===== config.mk =====
export PLATFORM = sky130hd
export DESIGN_NAME = padt_ctrl
export DESIGN_NICKNAME = d
export VERILOG_FILES = /design/src/hdl/padt_pkg.sv /design/src/hdl/padt_ctrl.sv
export SDC_FILE = /design/constraint.sdc
export NUM_CORES = 1
export LEC_CHECK = 0
export ABC_AREA = 1
export BUFFER_PORTS_ARGS = -buffer_cell sky130_fd_sc_hd__clkbuf_2
export CORE_AREA = 2 2 39 41
export DETAILED_ROUTE_END_ITERATION = 6
export DIE_AREA = 0 0 41 43
export PLACE_DENSITY = 0.39
export RECOVER_POWER = 50
export SLEW_MARGIN = 20
export SYNTH_ARGS = -nofsm -noshare
export SYNTH_HDL_FRONTEND = slang
export SYNTH_SLANG_ARGS = --single-unit

===== constraint.sdc =====
create_clock -name i_clk -period 0.9 [get_ports i_clk]
set_clock_uncertainty 0.05 [all_clocks]
set_input_delay 0.135 -clock i_clk [delete_from_list [all_inputs] [get_ports i_clk]]
set_output_delay 0.135 -clock i_clk [all_outputs]
set_load 0.02 [all_outputs]

===== src/hdl/padt_pkg.sv =====
`timescale 1ns / 1ps
// Shared constants, operation codes and interface types of the peer address demux table.
// No dependencies.
package padt_pkg;

    localparam int TABLE_ENTRIES_DEF = 256;
    localparam int NUM_SESSIONS_DEF  = 64;
    localparam int DEFAULT_QUOTA_DEF = 16;

    localparam int OP_W   = 3;
    localparam int FAM_W  = 2;
    localparam int IP_W   = 64;
    localparam int PORT_W = 16;
    localparam int SESS_W = 6;
    localparam int ST_W   = 2;
    localparam int OUT_W  = 9;

    localparam logic [OP_W-1:0] OP_REGISTER   = 3'd0;
    localparam logic [OP_W-1:0] OP_LOOKUP     = 3'd1;
    localparam logic [OP_W-1:0] OP_REM_EXACT  = 3'd2;
    localparam logic [OP_W-1:0] OP_REM_IP     = 3'd3;
    localparam logic [OP_W-1:0] OP_REM_SESS   = 3'd4;
    localparam logic [OP_W-1:0] OP_QUERY      = 3'd5;
    localparam logic [OP_W-1:0] OP_CLEAR      = 3'd6;
    localparam logic [OP_W-1:0] OP_RESERVED   = 3'd7;

    localparam logic [FAM_W-1:0] FAM_ANY     = 2'd0;
    localparam logic [FAM_W-1:0] FAM_IPV4    = 2'd1;
    localparam logic [FAM_W-1:0] FAM_IPV6    = 2'd2;
    localparam logic [FAM_W-1:0] FAM_INVALID = 2'd3;

    localparam logic [ST_W-1:0] ST_OK       = 2'd0;
    localparam logic [ST_W-1:0] ST_CONFLICT = 2'd1;
    localparam logic [ST_W-1:0] ST_LIMIT    = 2'd2;

    typedef struct packed {
        logic load;
        logic issue;
        logic finish;
    } t_ctl_cmd;

    typedef struct packed {
        logic need_scan;
        logic last_issue;
        logic out_free;
    } t_dp_stat;

endpackage


===== src/hdl/padt_ctrl.sv =====
`timescale 1ns / 1ps
// Sequencer of the peer address demux table: load, count read, table scan, finish.
// Depends on padt_pkg.
module padt_ctrl import padt_pkg::*; (
    input  logic     i_clk,
    input  logic     i_rst_n,
    input  logic     i_valid,
    output logic     o_stall,
    input  t_dp_stat i_stat,
    output t_ctl_cmd o_cmd
);

    localparam logic [2:0] S_IDLE  = 3'd0;
    localparam logic [2:0] S_WAIT  = 3'd1;
    localparam logic [2:0] S_SCAN  = 3'd2;
    localparam logic [2:0] S_DRAIN = 3'd3;
    localparam logic [2:0] S_FIN   = 3'd4;

    logic [2:0] r_state;
    logic [2:0] n_state;

    always_comb begin
        n_state      = r_state;
        o_cmd.load   = 1'b0;
        o_cmd.issue  = 1'b0;
        o_cmd.finish = 1'b0;
        case (r_state)
            S_IDLE: begin
                if (i_valid) begin
                    o_cmd.load = 1'b1;
                    n_state    = S_WAIT;
                end
            end
            S_WAIT: begin
                n_state = i_stat.need_scan ? S_SCAN : S_FIN;
            end
            S_SCAN: begin
                o_cmd.issue = 1'b1;
                if (i_stat.last_issue) begin
                    n_state = S_DRAIN;
                end
            end
            S_DRAIN: begin
                n_state = S_FIN;
            end
            S_FIN: begin
                if (i_stat.out_free) begin
                    o_cmd.finish = 1'b1;
                    n_state      = S_IDLE;
                end
            end
            default: begin
                n_state = S_IDLE;
            end
        endcase
    end

    always_ff @(posedge i_clk) begin
        if (!i_rst_n) begin
            r_state <= S_IDLE;
        end else begin
            r_state <= n_state;
        end
    end

    assign o_stall = (r_state != S_IDLE);

    a_finish_free: assert property (@(posedge i_clk) disable iff (!i_rst_n)
        o_cmd.finish |-> i_stat.out_free) else $error("finish while output full");
    a_scan_from_wait: assert property (@(posedge i_clk) disable iff (!i_rst_n)
        $rose(o_cmd.issue) |-> $past(r_state) == S_WAIT) else $error("scan without count read");
    a_load_then_wait: assert property (@(posedge i_clk) disable iff (!i_rst_n)
        o_cmd.load |=> r_state == S_WAIT) else $error("load not followed by wait");

endmodule


; After elaboration in Yosys (flattened, before gate mapping)
; Cells that the tools add are included.
[word_totals]
out_inout_bits = 4
ff_bits = 3
inputBits = 6
wordCells = 21
[op_classes]
reduce_logical = 3
muxes = 10
eq_ne = 7
[ops]
columns = cell, n
row1 = $pmux W3 S5, 1
row2 = $mux W3, 4
row3 = $eq A3 B2 Y1 const B, 2
row4 = $ne A2 B2 Y1 const B, 3
row5 = $mux W1, 5
row6 = $eq A3 B1 Y1 const B, 1
row7 = $eq A3 B3 Y1 const B, 1
row8 = $logic_not A3 Y1, 1
row9 = $reduce_and A3 Y1, 1
row10 = $reduce_bool A3 Y1, 1

; Longest topological paths before layout
; Gate-level depths: netlist of run 1.
[depth]
word_depth = 3
depth_mapped = 4
depth_no_buf = 4

; Worst setup path after synthesis of run 1
; No wires, ideal clock.
[synth_timing]
kind = reg2out
from = register r_state[2]
to = output port o_cmd[0] (netlist bit)
path_slack_ns = -0.419
path_buffers = 0
stages_incl_launch_ff = 3
arrival_time_ns = 1.134
path_cell_list = dfxtp_1 -> inv_1 -> nor4_1
[synth_rtl]
columns = item, line
row1 = start: declaration, padt_ctrl.sv:19  ; logic [2:0] r_state;
row2 = start signal: assignment, padt_ctrl.sv:62  ; r_state <= n_state;
row3 = end: declaration, padt_ctrl.sv:10  ; output t_ctl_cmd o_cmd

==> summary.txt, run 1 <==
Critical path
  • Slowest cell on crit path: dfxtp_4
  • CP Max Fanout: 4
  • Slowest cell delay on critical path: between 0.3 and 0.4 ns
  • CP required: 0.71 ns
  • Critical Path End Type: output pin
  • Crit start category: flop
  • WP buf/inv: 1
  • Crit path max-delay family: flip-flops
  • CP arrival: 1.01 ns
  • CP Class: reg -> out
  • Critical-path cell list: nor4_4 > buf_4

Clock tree
  • Skew-Pair Late Insertion Delay: 0.23 ns
  • H-tree depth: 1
  • CTS tree: built
  • Max Root-Sink Buffers: 2
  • Clock Sinks: 3
  • Inserted Clock Buffers: 3
  • Clk slew on worst S/H paths: 0.03 ns
  • Hold bufs inserted after CTS: 0
  • Clock root cell: clkbuf_4

STA
  • Final hold viol count: 0
  • Fin. max-slew vios: 0
  • Min Tclk post-route: 1.20 ns
  • Fin worst setup slack: -0.296 ns
  • Tcrit/Tclk final: 1.33
  • Worst Max-Slew Pin Slew: 0.178 ns
  • Relative slew margins: 0.880
  • RSZ-0062 raised after global routing: yes
  • Final setup violation count: 5
  • Max frequency: 836 MHz

Floorplan
  • # IOs: 10
  • Row cnt: 14
  • Core ar.: between 0.001 and 0.0015 mm2
  • DIE AREA: around 0.0018 mm2
  • Die height: 43 um
  • Starting density of the core: 0.122
  • Die Width: approximately 41 um

Yosys
  • Ys async rst share: 0
  • Post-synth EDFFs: 0
  • YS warnings: 0
  • Avg Cell Area, Syn: 6.50 um2
  • Compound-Gate Fraction of Synth Area: 0.0593
  • Synth Area in Adders: 0
  • Syn_nets: 32
  • Number of distinct library cells after synthesis: 9
  • Synth area leaders: dfxtp_1 36%, inv_1 16%, nand3_1 12%, nand4_1 7.4%, nand2_1 6.7%
  • Register area share after synthesis: 0.356
  • Simple-Gate Fraction of Synth Area: 0.430
  • Post-Syn Area: 169 um2
  • Xor and xnor area share after synthesis: 0
  • Flops & latches, synth: 3
  • Most instantiated cells after synthesis: 7 x inv_1, 4 x nand3_1, 3 x dfxtp_1, 3 x nand2_1, 3 x nor2_1
  • Most common flop cell mapped by yosys: dfxtp_1
  • Post-synth top area share: 0.356
  • Most frequent cell after synthesis: inv_1
  • Cell count after synthesis: 26
  • Top cell type by total area after synthesis: dfxtp_1
  • Largest family of logic cells by synthesized area: simple AND/OR/NAND/NOR gates
  • Mux share of post-synthesis cell area: 0

GRT
  • Busiest grt layer: met1
  • Met3 usage: 0.0628
  • Met1 Use GR: 0.0897
  • Number of global-route vias before repair: 203
  • Total grt overflow: 0
  • Largest net degree at the start of global routing: 6
  • Initial antenna violation count: 0
  • Routing usage on met2: 0.0844
  • GRT Total Usage: 0.0702
  • First-pass GRT wire length: roughly 780 um

Pwr
  • Lkg Pwr: 0.000168 uW
  • Pwr Total: between 600 and 700 uW
  • Pwr Density: 1890 mW/mm2
  • IR drop worst, VDD: 953 uV
  • Comb power frac: 0.384
  • Sequential power share: 0.272
  • Net Sw Frac: 0.330
  • Pint: 450 uW
  • Clock share of power: 0.344
  • Switching pwr: 222 uW

Drt
  • Via density: 3.66
  • Post-Route WL: 464 um
  • DRC viols: 0
  • 1st-iter DRT viols: 1
  • Via count: 212
  • First-pass DRT Iterations: 2
  • Remaining antenna violation count after routing: 0
  • Routed len/inst: 8.00 um

Finish
  • Top reg by flops: r_state
  • Fin nets: 49
  • Area delta synth->final: 110%
  • Largest regs: r_state (3)
  • Fin cells: 58
  • Max reg flops: 3
  • Fraction of layout cells with a size suffix above 1: 0.643
  • Post-route cell area: approximately 360 um2
  • Antenna diodes: 0

Run status
  • Failing checks: negative setup slack
  • Status: finished with violations

Place
  • Placed Instances: 53
  • HPWL Detailed: about 370 um
  • Placed cell areas: between 200 and 300 um2
  • Port bufs: 9
  • Gpl congestion: around 0.7

Job
  • Max-cap violations: 0

Min path
  • HP Class: in -> reg
[per-stage QoR]
stage / setup WS [ns] / utilization / setup TNS, ns / hold WS, ns
CTS: -0.334 / 0.245 / -1.36 / 0.0909
global placement: -0.120 / 0.203 / -0.579 / 0.340
detailed placement: -0.106 / 0.203 / -0.508 / 0.337
floorplan: -0.0313 / - / -0.0578 / 0.229
global route: -0.349 / 0.257 / -1.55 / 0.113
finish: -0.296 / 0.257 / -1.15 / 0.106
[logic make-up after synthesis]
| group | count (synthesis) |
|---|---|
| flops | 3 |
| buf+inv | 7 |
| compound gates | 2 |
| simple gates | 14 |
[worst min-delay path, cell delays in order]
cell and delay [ns]:
clkbuf_2 0.08, inv_1 0.09, a21oi_2 0.04
[repair_timing]
| item | CTS | global route |
|---|---|---|
| gates resized for setup | 8 | 9 |
| pin swaps | 3 | 4 |
| setup endpoints to repair | 7 | 7 |
| setup buffers | 1 | 0 |
[metal layers]
layer,vias to the layer above,share of wire
met5,-,0
met1,89,0.50
met2,5,0.42
li1,118,-
met3,0,0.069
met4,0,0
[power groups by stage]
stage	Sequential [uW]	Combinational [uW]	Clock, uW
floorplan	180	134	0
global placement	183	199	0
detailed placement	183	198	0
CTS	184	250	244
global route	186	285	259
finish	183	258	231
[cell usage in the layout (no fill, tap or decap)]
master    netlist  routed
buf_8           0       1
nand2_2         0       1
nand2_1         3       1
nor4_4          0       1
buf_6           0       1
buf_4           0       4
dfxtp_2         0       1
clkbuf_1        0       1
dfxtp_4         0       2
nand2_4         0       1
nand3_1         4       4
clkbuf_4        0       3
nor2_1          3       2
a21oi_2         0       1
clkbuf_8        0       1
a21oi_1         2       1
nor2_4          1       2
clkbuf_2        0       5
nand4_1         2       2
inv_1           7       4
inv_2           0       3
[final cells by class]
type / count / area (um2)
multi-input combinational: 16 / 119
tap: 16 / 20.0
sequential: 3 / 68.8
clock buffer: 4 / 26.3
timing repair buffer: 12 / 95.1
fill: 161 / 1030
inverter: 7 / 26.3
[worst paths after layout]
path / startpoint / endpoint / slack (ns) / cells past startpoint
min: i_rst_n / r_state[1] / 0.11 / 3
max reg2reg: r_state[2] / r_state[0] / -0.09 / 5
min reg2reg: r_state[1] / r_state[1] / 0.49 / 2
max: r_state[0] / o_cmd[0] / -0.30 / 2
(Power assumes the default switching activity.)
==> run 2, diff against run 1 <==
--- a/config.mk
+++ b/config.mk
@@ -10,9 +10,11 @@
 export CORE_AREA = 2 2 39 41
 export DETAILED_ROUTE_END_ITERATION = 6
 export DIE_AREA = 0 0 41 43
+export MAX_ROUTING_LAYER = met4
 export PLACE_DENSITY = 0.39
 export RECOVER_POWER = 50
 export SLEW_MARGIN = 20
 export SYNTH_ARGS = -nofsm -noshare
 export SYNTH_HDL_FRONTEND = slang
 export SYNTH_SLANG_ARGS = --single-unit
+export TNS_END_PERCENT = 5
==> summary.txt, run 2 (synthesized netlist as in run 1, its figures left out) <==
Clock tree
  • Inserted Clock Buffers: 3 (unchanged)
  • Skew-Pair Late Insertion Delay: 0.23 ns (about the same)
  • Hold bufs inserted after CTS: 0 (unchanged)
  • CTS tree: built
  • Max Root-Sink Buffers: 2 (unchanged)
  • H-tree depth: 1 (unchanged)
  • Clock Sinks: 3 (unchanged)
  • Clk slew on worst S/H paths: 0.03 ns (about the same)
  • Clock root cell: clkbuf_4

Floorplan
  • Core ar.: 0.00138 mm2 (unchanged)
  • Die Width: 41 um (unchanged)
  • Starting density of the core: 0.122 (unchanged)
  • DIE AREA: 0.00176 mm2 (unchanged)
  • Die height: 43 um (unchanged)
  • # IOs: 10 (unchanged)
  • Row cnt: 14 (unchanged)

Place
  • HPWL Detailed: 368 um (unchanged)
  • Gpl congestion: 0.705 (+1.1%)
  • Port bufs: 9 (unchanged)
  • Placed Instances: 53 (unchanged)

Run status
  • Status: finished with violations
  • Failing checks: negative setup slack

Finish
  • Fin cells: 58 (unchanged)
  • Area delta synth->final: 103%
  • Util after Layout: 0.248 (-0.00904)
  • Commonest non-fill, non-tap cell in the layout: clkbuf_2
  • Max reg flops: 3 (unchanged)
  • Fin nets: 49 (unchanged)
  • Top reg by flops: r_state
  • Largest regs: r_state (3)
  • Reg area: 68.8 um2 (unchanged)
  • Fillers: 164 (+1.9%)
  • Area of the multi-input gates: 115 um2 (-3.2%)
  • Most frequent cells in the layout: 5 x clkbuf_2, 4 x inv_1, 4 x nand3_1, 4 x buf_4
  • Fraction of layout cells with a size suffix above 1: 0.619 (-0.0238)
  • Antenna diodes: 0 (unchanged)

Critical path
  • CP Class: reg -> out
  • CP arrival: 1.01 ns (about the same)
  • CP Max Fanout: 4 (unchanged)
  • Crit start category: flop
  • Critical Path End Type: output pin
  • Reg2reg path depth: 5 (unchanged)
  • CP required: 0.71 ns (about the same)

GRT
  • Initial antenna violation count: 0 (unchanged)
  • Number of global-route vias before repair: 199 (-2.0%)
  • Total grt overflow: 0 (unchanged)
  • First-pass GRT wire length: 765 um (-1.8%)
  • GRT Total Usage: 0.0709 (+0.000704)
  • Largest net degree at the start of global routing: 6 (unchanged)

STA
  • Fin. max-slew vios: 0 (unchanged)
  • Setup TNS: -1.15 ns (+0.00659 ns)
  • Relative slew margins: 0.880 (unchanged)
  • Final setup violation count: 5 (unchanged)
  • Final hold viol count: 0 (unchanged)
  • Min Tclk post-route: 1.20 ns (-0.000288 ns)
  • Worst Max-Slew Pin Slew: 0.178 ns (-0.000000238 ns)
  • Tcrit/Tclk final: 1.33 (about the same)
  • Fin worst setup slack: -0.296 ns (+0.000288 ns)
  • RSZ-0062 raised after global routing: yes
  • Max frequency: 836 MHz (about the same)

Drt
  • DRC viols: 0 (unchanged)
  • Via density: 3.74 (+2.4%)
  • Via count: 217 (+2.4%)
  • 1st-iter DRT viols: 1 (unchanged)
  • Routed len/inst: 7.86 um (-1.7%)
  • First-pass DRT Iterations: 2 (unchanged)
  • Remaining antenna violation count after routing: 0 (unchanged)
  • Post-Route WL: 456 um (-1.7%)

Pwr
  • IR drop worst, VDD: 954 uV (+0.12%)
  • Lkg Pwr: 0.000165 uW (-1.7%)
  • Pwr Density: 1900 mW/mm2 (+0.49%)

Job
  • Max-cap violations: 0 (unchanged)

Min path
  • HP Class: in -> reg
  • Hold Path Depth: 3 (unchanged)
## run 2: worst paths after layout
| check | startpoint | end | slack, ns |
|---|---|---|---|
| max | r_state[0] | o_cmd[0] | -0.30 |
| min | i_rst_n | r_state[0] | 0.1 |
| max reg2reg | r_state[2] | r_state[0] | -0.10 |
| min reg2reg | r_state[1] | r_state[1] | 0.49 |
## run 2: what timing repair did
item                                    4_1_cts  5_1_grt
resized for setup                             6        9
pin swaps                                     3        2
setup buffers                                 1        0
gates cloned                                  0        0
endpoints found under the setup margin        7        7
## run 2: layout make-up
| cell class | instances | area share |
|---|---|---|
| inverter | 7 | 0.0766 |
| sequential | 3 | 0.201 |
| multi-input combinational | 16 | 0.336 |
| tap | 16 | 0.0584 |
| timing repair buffer | 12 | 0.252 |
| clock buffer | 4 | 0.0766 |
## run 2: power breakdown
part / switching (uW) / internal, uW
Clock: 65.0 / 166
Combinational: 123 / 115
Sequential: 29.1 / 154
Total: 217 / 434
## run 2: through the flow
step / hold slack, ns / worst slack (ns) / power, uW / cell area (um2)
after floorplan: 0.229 / -0.0313 / 314 / 201
after global placement: 0.340 / -0.120 / 382 / 282
after detailed placement: 0.337 / -0.106 / 381 / 282
after CTS: 0.0909 / -0.334 / 657 / 330
after global routing: 0.113 / -0.349 / 709 / 343
final: 0.0970 / -0.296 / 652 / 343
## run 2: metal layers
metal  share of wire  up-vias  track usage
li1                -      118            -
met3           0.070        0       0.0628
met4               0        0       0.0200
met5               0        -            -
met2            0.42        5       0.0844
met1            0.51       94       0.0865
## run 2: worst max-delay path, stage by stage (launching register included)
cell and delay (ns):
dfxtp_4 0.36, nor4_4 0.25, buf_4 0.17
==> run 3, diff against run 2 <==
--- a/config.mk
+++ b/config.mk
@@ -7,9 +7,9 @@
 export LEC_CHECK = 0
 export ABC_AREA = 1
 export BUFFER_PORTS_ARGS = -buffer_cell sky130_fd_sc_hd__clkbuf_2
-export CORE_AREA = 2 2 39 41
+export CORE_AREA = 4 4 41 43
 export DETAILED_ROUTE_END_ITERATION = 6
-export DIE_AREA = 0 0 41 43
+export DIE_AREA = 0 0 45 47
 export MAX_ROUTING_LAYER = met4
 export PLACE_DENSITY = 0.39
 export RECOVER_POWER = 50
==> summary.txt, run 3 (synthesized netlist as in run 1, its figures left out) <==
Run status
  • Status: finished with violations
  • Failing checks: negative setup slack

Pwr
  • Clock share of power: 0.337 (-0.017)
  • Sequential power share: 0.259 (-0.022)
  • Pwr Total: 693 uW (+6.3%)
  • IR drop worst, VDD: 648 uV (-32%)
  • Net Sw Frac: 0.330 (-0.00352)
  • Switching pwr: 229 uW (+5.2%)
  • Lkg Pwr: 0.000178 uW (+7.8%)
  • Pint: 464 uW (+6.9%)
  • Pwr Density: 1860 mW/mm2 (-1.9%)
  • Comb power frac: 0.404 (+0.039)

Finish
  • Commonest non-fill, non-tap cell in the layout: buf_4
  • Area delta synth->final: 120%
  • Fin nets: 52 (+6.1%)
  • Top reg by flops: r_state
  • Area of the multi-input gates: 123 um2 (+6.5%)
  • Fraction of layout cells with a size suffix above 1: 0.667 (+0.0476)
  • Antenna diodes: 0 (unchanged)
  • Max reg flops: 3 (unchanged)
  • Fillers: 159 (-3.0%)
  • Fin cells: 60 (+3.4%)
  • Util after Layout: 0.286 (+0.0378)
  • Most frequent cells in the layout: 7 x buf_4, 5 x inv_1, 5 x clkbuf_2
  • Largest regs: r_state (3)
  • Reg area: 68.8 um2 (unchanged)

Clock tree
  • Inserted Clock Buffers: 3 (unchanged)
  • H-tree depth: 1 (unchanged)
  • Skew-Pair Late Insertion Delay: 0.23 ns (about the same)
  • Clock root cell: clkbuf_4
  • CTS tree: built
  • Clock Sinks: 3 (unchanged)
  • Max Root-Sink Buffers: 2 (unchanged)
  • Hold bufs inserted after CTS: 0 (unchanged)
  • Clk slew on worst S/H paths: 0.04 ns (about the same)

STA
  • Max frequency: 836 MHz (about the same)
  • Setup TNS: -1.37 ns (-0.218 ns)
  • Final setup violation count: 7 (+2)
  • Relative slew margins: 0.879 (about the same)
  • Tcrit/Tclk final: 1.33 (about the same)
  • Final hold viol count: 0 (unchanged)
  • Min Tclk post-route: 1.20 ns (-0.000154 ns)
  • Fin. max-slew vios: 0 (unchanged)
  • Fin worst setup slack: -0.296 ns (+0.000154 ns)
  • RSZ-0062 raised after global routing: yes
  • Worst Max-Slew Pin Slew: 0.180 ns (+0.00109 ns)

Floorplan
  • Core ar.: 0.00130 mm2 (-6.0%)
  • # IOs: 10 (unchanged)
  • Die Width: 45 um (+9.8%)
  • Row cnt: 13 (-1)
  • Starting density of the core: 0.130 (+0.00775)
  • DIE AREA: 0.00212 mm2 (+20%)
  • Die height: 47 um (+9.3%)

Place
  • HPWL Detailed: 388 um (+5.3%)
  • Gpl congestion: 0.611 (-13%)
  • Port bufs: 9 (unchanged)
  • Placed Instances: 53 (unchanged)

Drt
  • First-pass DRT Iterations: 4 (+2)
  • Routed len/inst: 8.20 um (+4.3%)
  • 1st-iter DRT viols: 1 (unchanged)
  • Post-Route WL: 492 um (+7.9%)
  • DRC viols: 0 (unchanged)
  • Via density: 3.78 (+1.1%)
  • Remaining antenna violation count after routing: 0 (unchanged)
  • Via count: 227 (+4.6%)

GRT
  • First-pass GRT wire length: 800 um (+4.6%)
  • Initial antenna violation count: 0 (unchanged)
  • GRT Total Usage: 0.0578 (-0.0131)
  • Largest net degree at the start of global routing: 6 (unchanged)
  • Number of global-route vias before repair: 221 (+11%)
  • Total grt overflow: 0 (unchanged)

Critical path
  • CP required: 0.71 ns (about the same)
  • CP Max Fanout: 3 (-1)
  • CP arrival: 1.01 ns (about the same)
  • CP Class: reg -> out
  • Crit start category: flop
  • Reg2reg path depth: 6 (+1)
  • Critical Path End Type: output pin

Min path
  • HP Class: in -> reg
  • Hold Path Depth: 3 (unchanged)

Job
  • Max-cap violations: 0 (unchanged)
[run 3: changes by cell type in the layout (fill, tap and decap cells not counted)]
| cell | delta |
|---|---|
| a21oi_2 | +2 |
| inv_2 | -1 |
| buf_4 | +3 |
| a21oi_1 | -2 |
| inv_1 | +1 |
[run 3: metal layers]
metal	share of wire	up-vias	track usage
met5	0	-	-
met4	0	0	0.0526
met3	0.067	0	0.0230
met2	0.51	6	0.0847
met1	0.42	99	0.0588
li1	-	122	-
[run 3: metrics by stage]
step | setup slack [ns] | instance area, um2 | hold WS (ns)
detailed placement | -0.103 | 288 | 0.350
CTS | -0.335 | 329 | 0.101
global route | -0.333 | 372 | 0.128
global placement | -0.111 | 288 | 0.359
finish | -0.296 | 372 | 0.125
floorplan | -0.0313 | 201 | 0.229
[run 3: power groups by stage]
stage / combinational, uW / clock [uW] / sequential, uW
3_5_place_dp: 206 / 0 / 180
5_1_grt: 306 / 262 / 183
3_3_place_gp: 207 / 0 / 182
6_report: 280 / 233 / 180
2_1_floorplan: 134 / 0 / 180
4_1_cts: 221 / 250 / 179
[run 3: final timing paths]
path,from,endpoint,slack [ns]
hold reg to reg,r_state[2],r_state[2],0.51
hold / removal,i_rst_n,r_state[1],0.13
setup / recovery,r_state[0],o_cmd[0],-0.30
setup reg to reg,r_state[0],r_state[0],-0.19
[run 3: final cells by class]
type	count	area share
inverter	7	0.0707
timing repair buffer	15	0.293
clock buffer	4	0.0707
sequential	3	0.185
tap	15	0.0505
multi-input combinational	16	0.330
[run 3: repair_timing]
item	in CTS	in global routing
pin swaps	1	4
setup buffers	0	3
resized for setup	5	11
setup endpoints to repair	7	7
[run 3: worst max-delay path, stage by stage (launching register included)]
cell and delay (ns):
dfxtp_4 0.35, nor4_4 0.25, buf_4 0.18
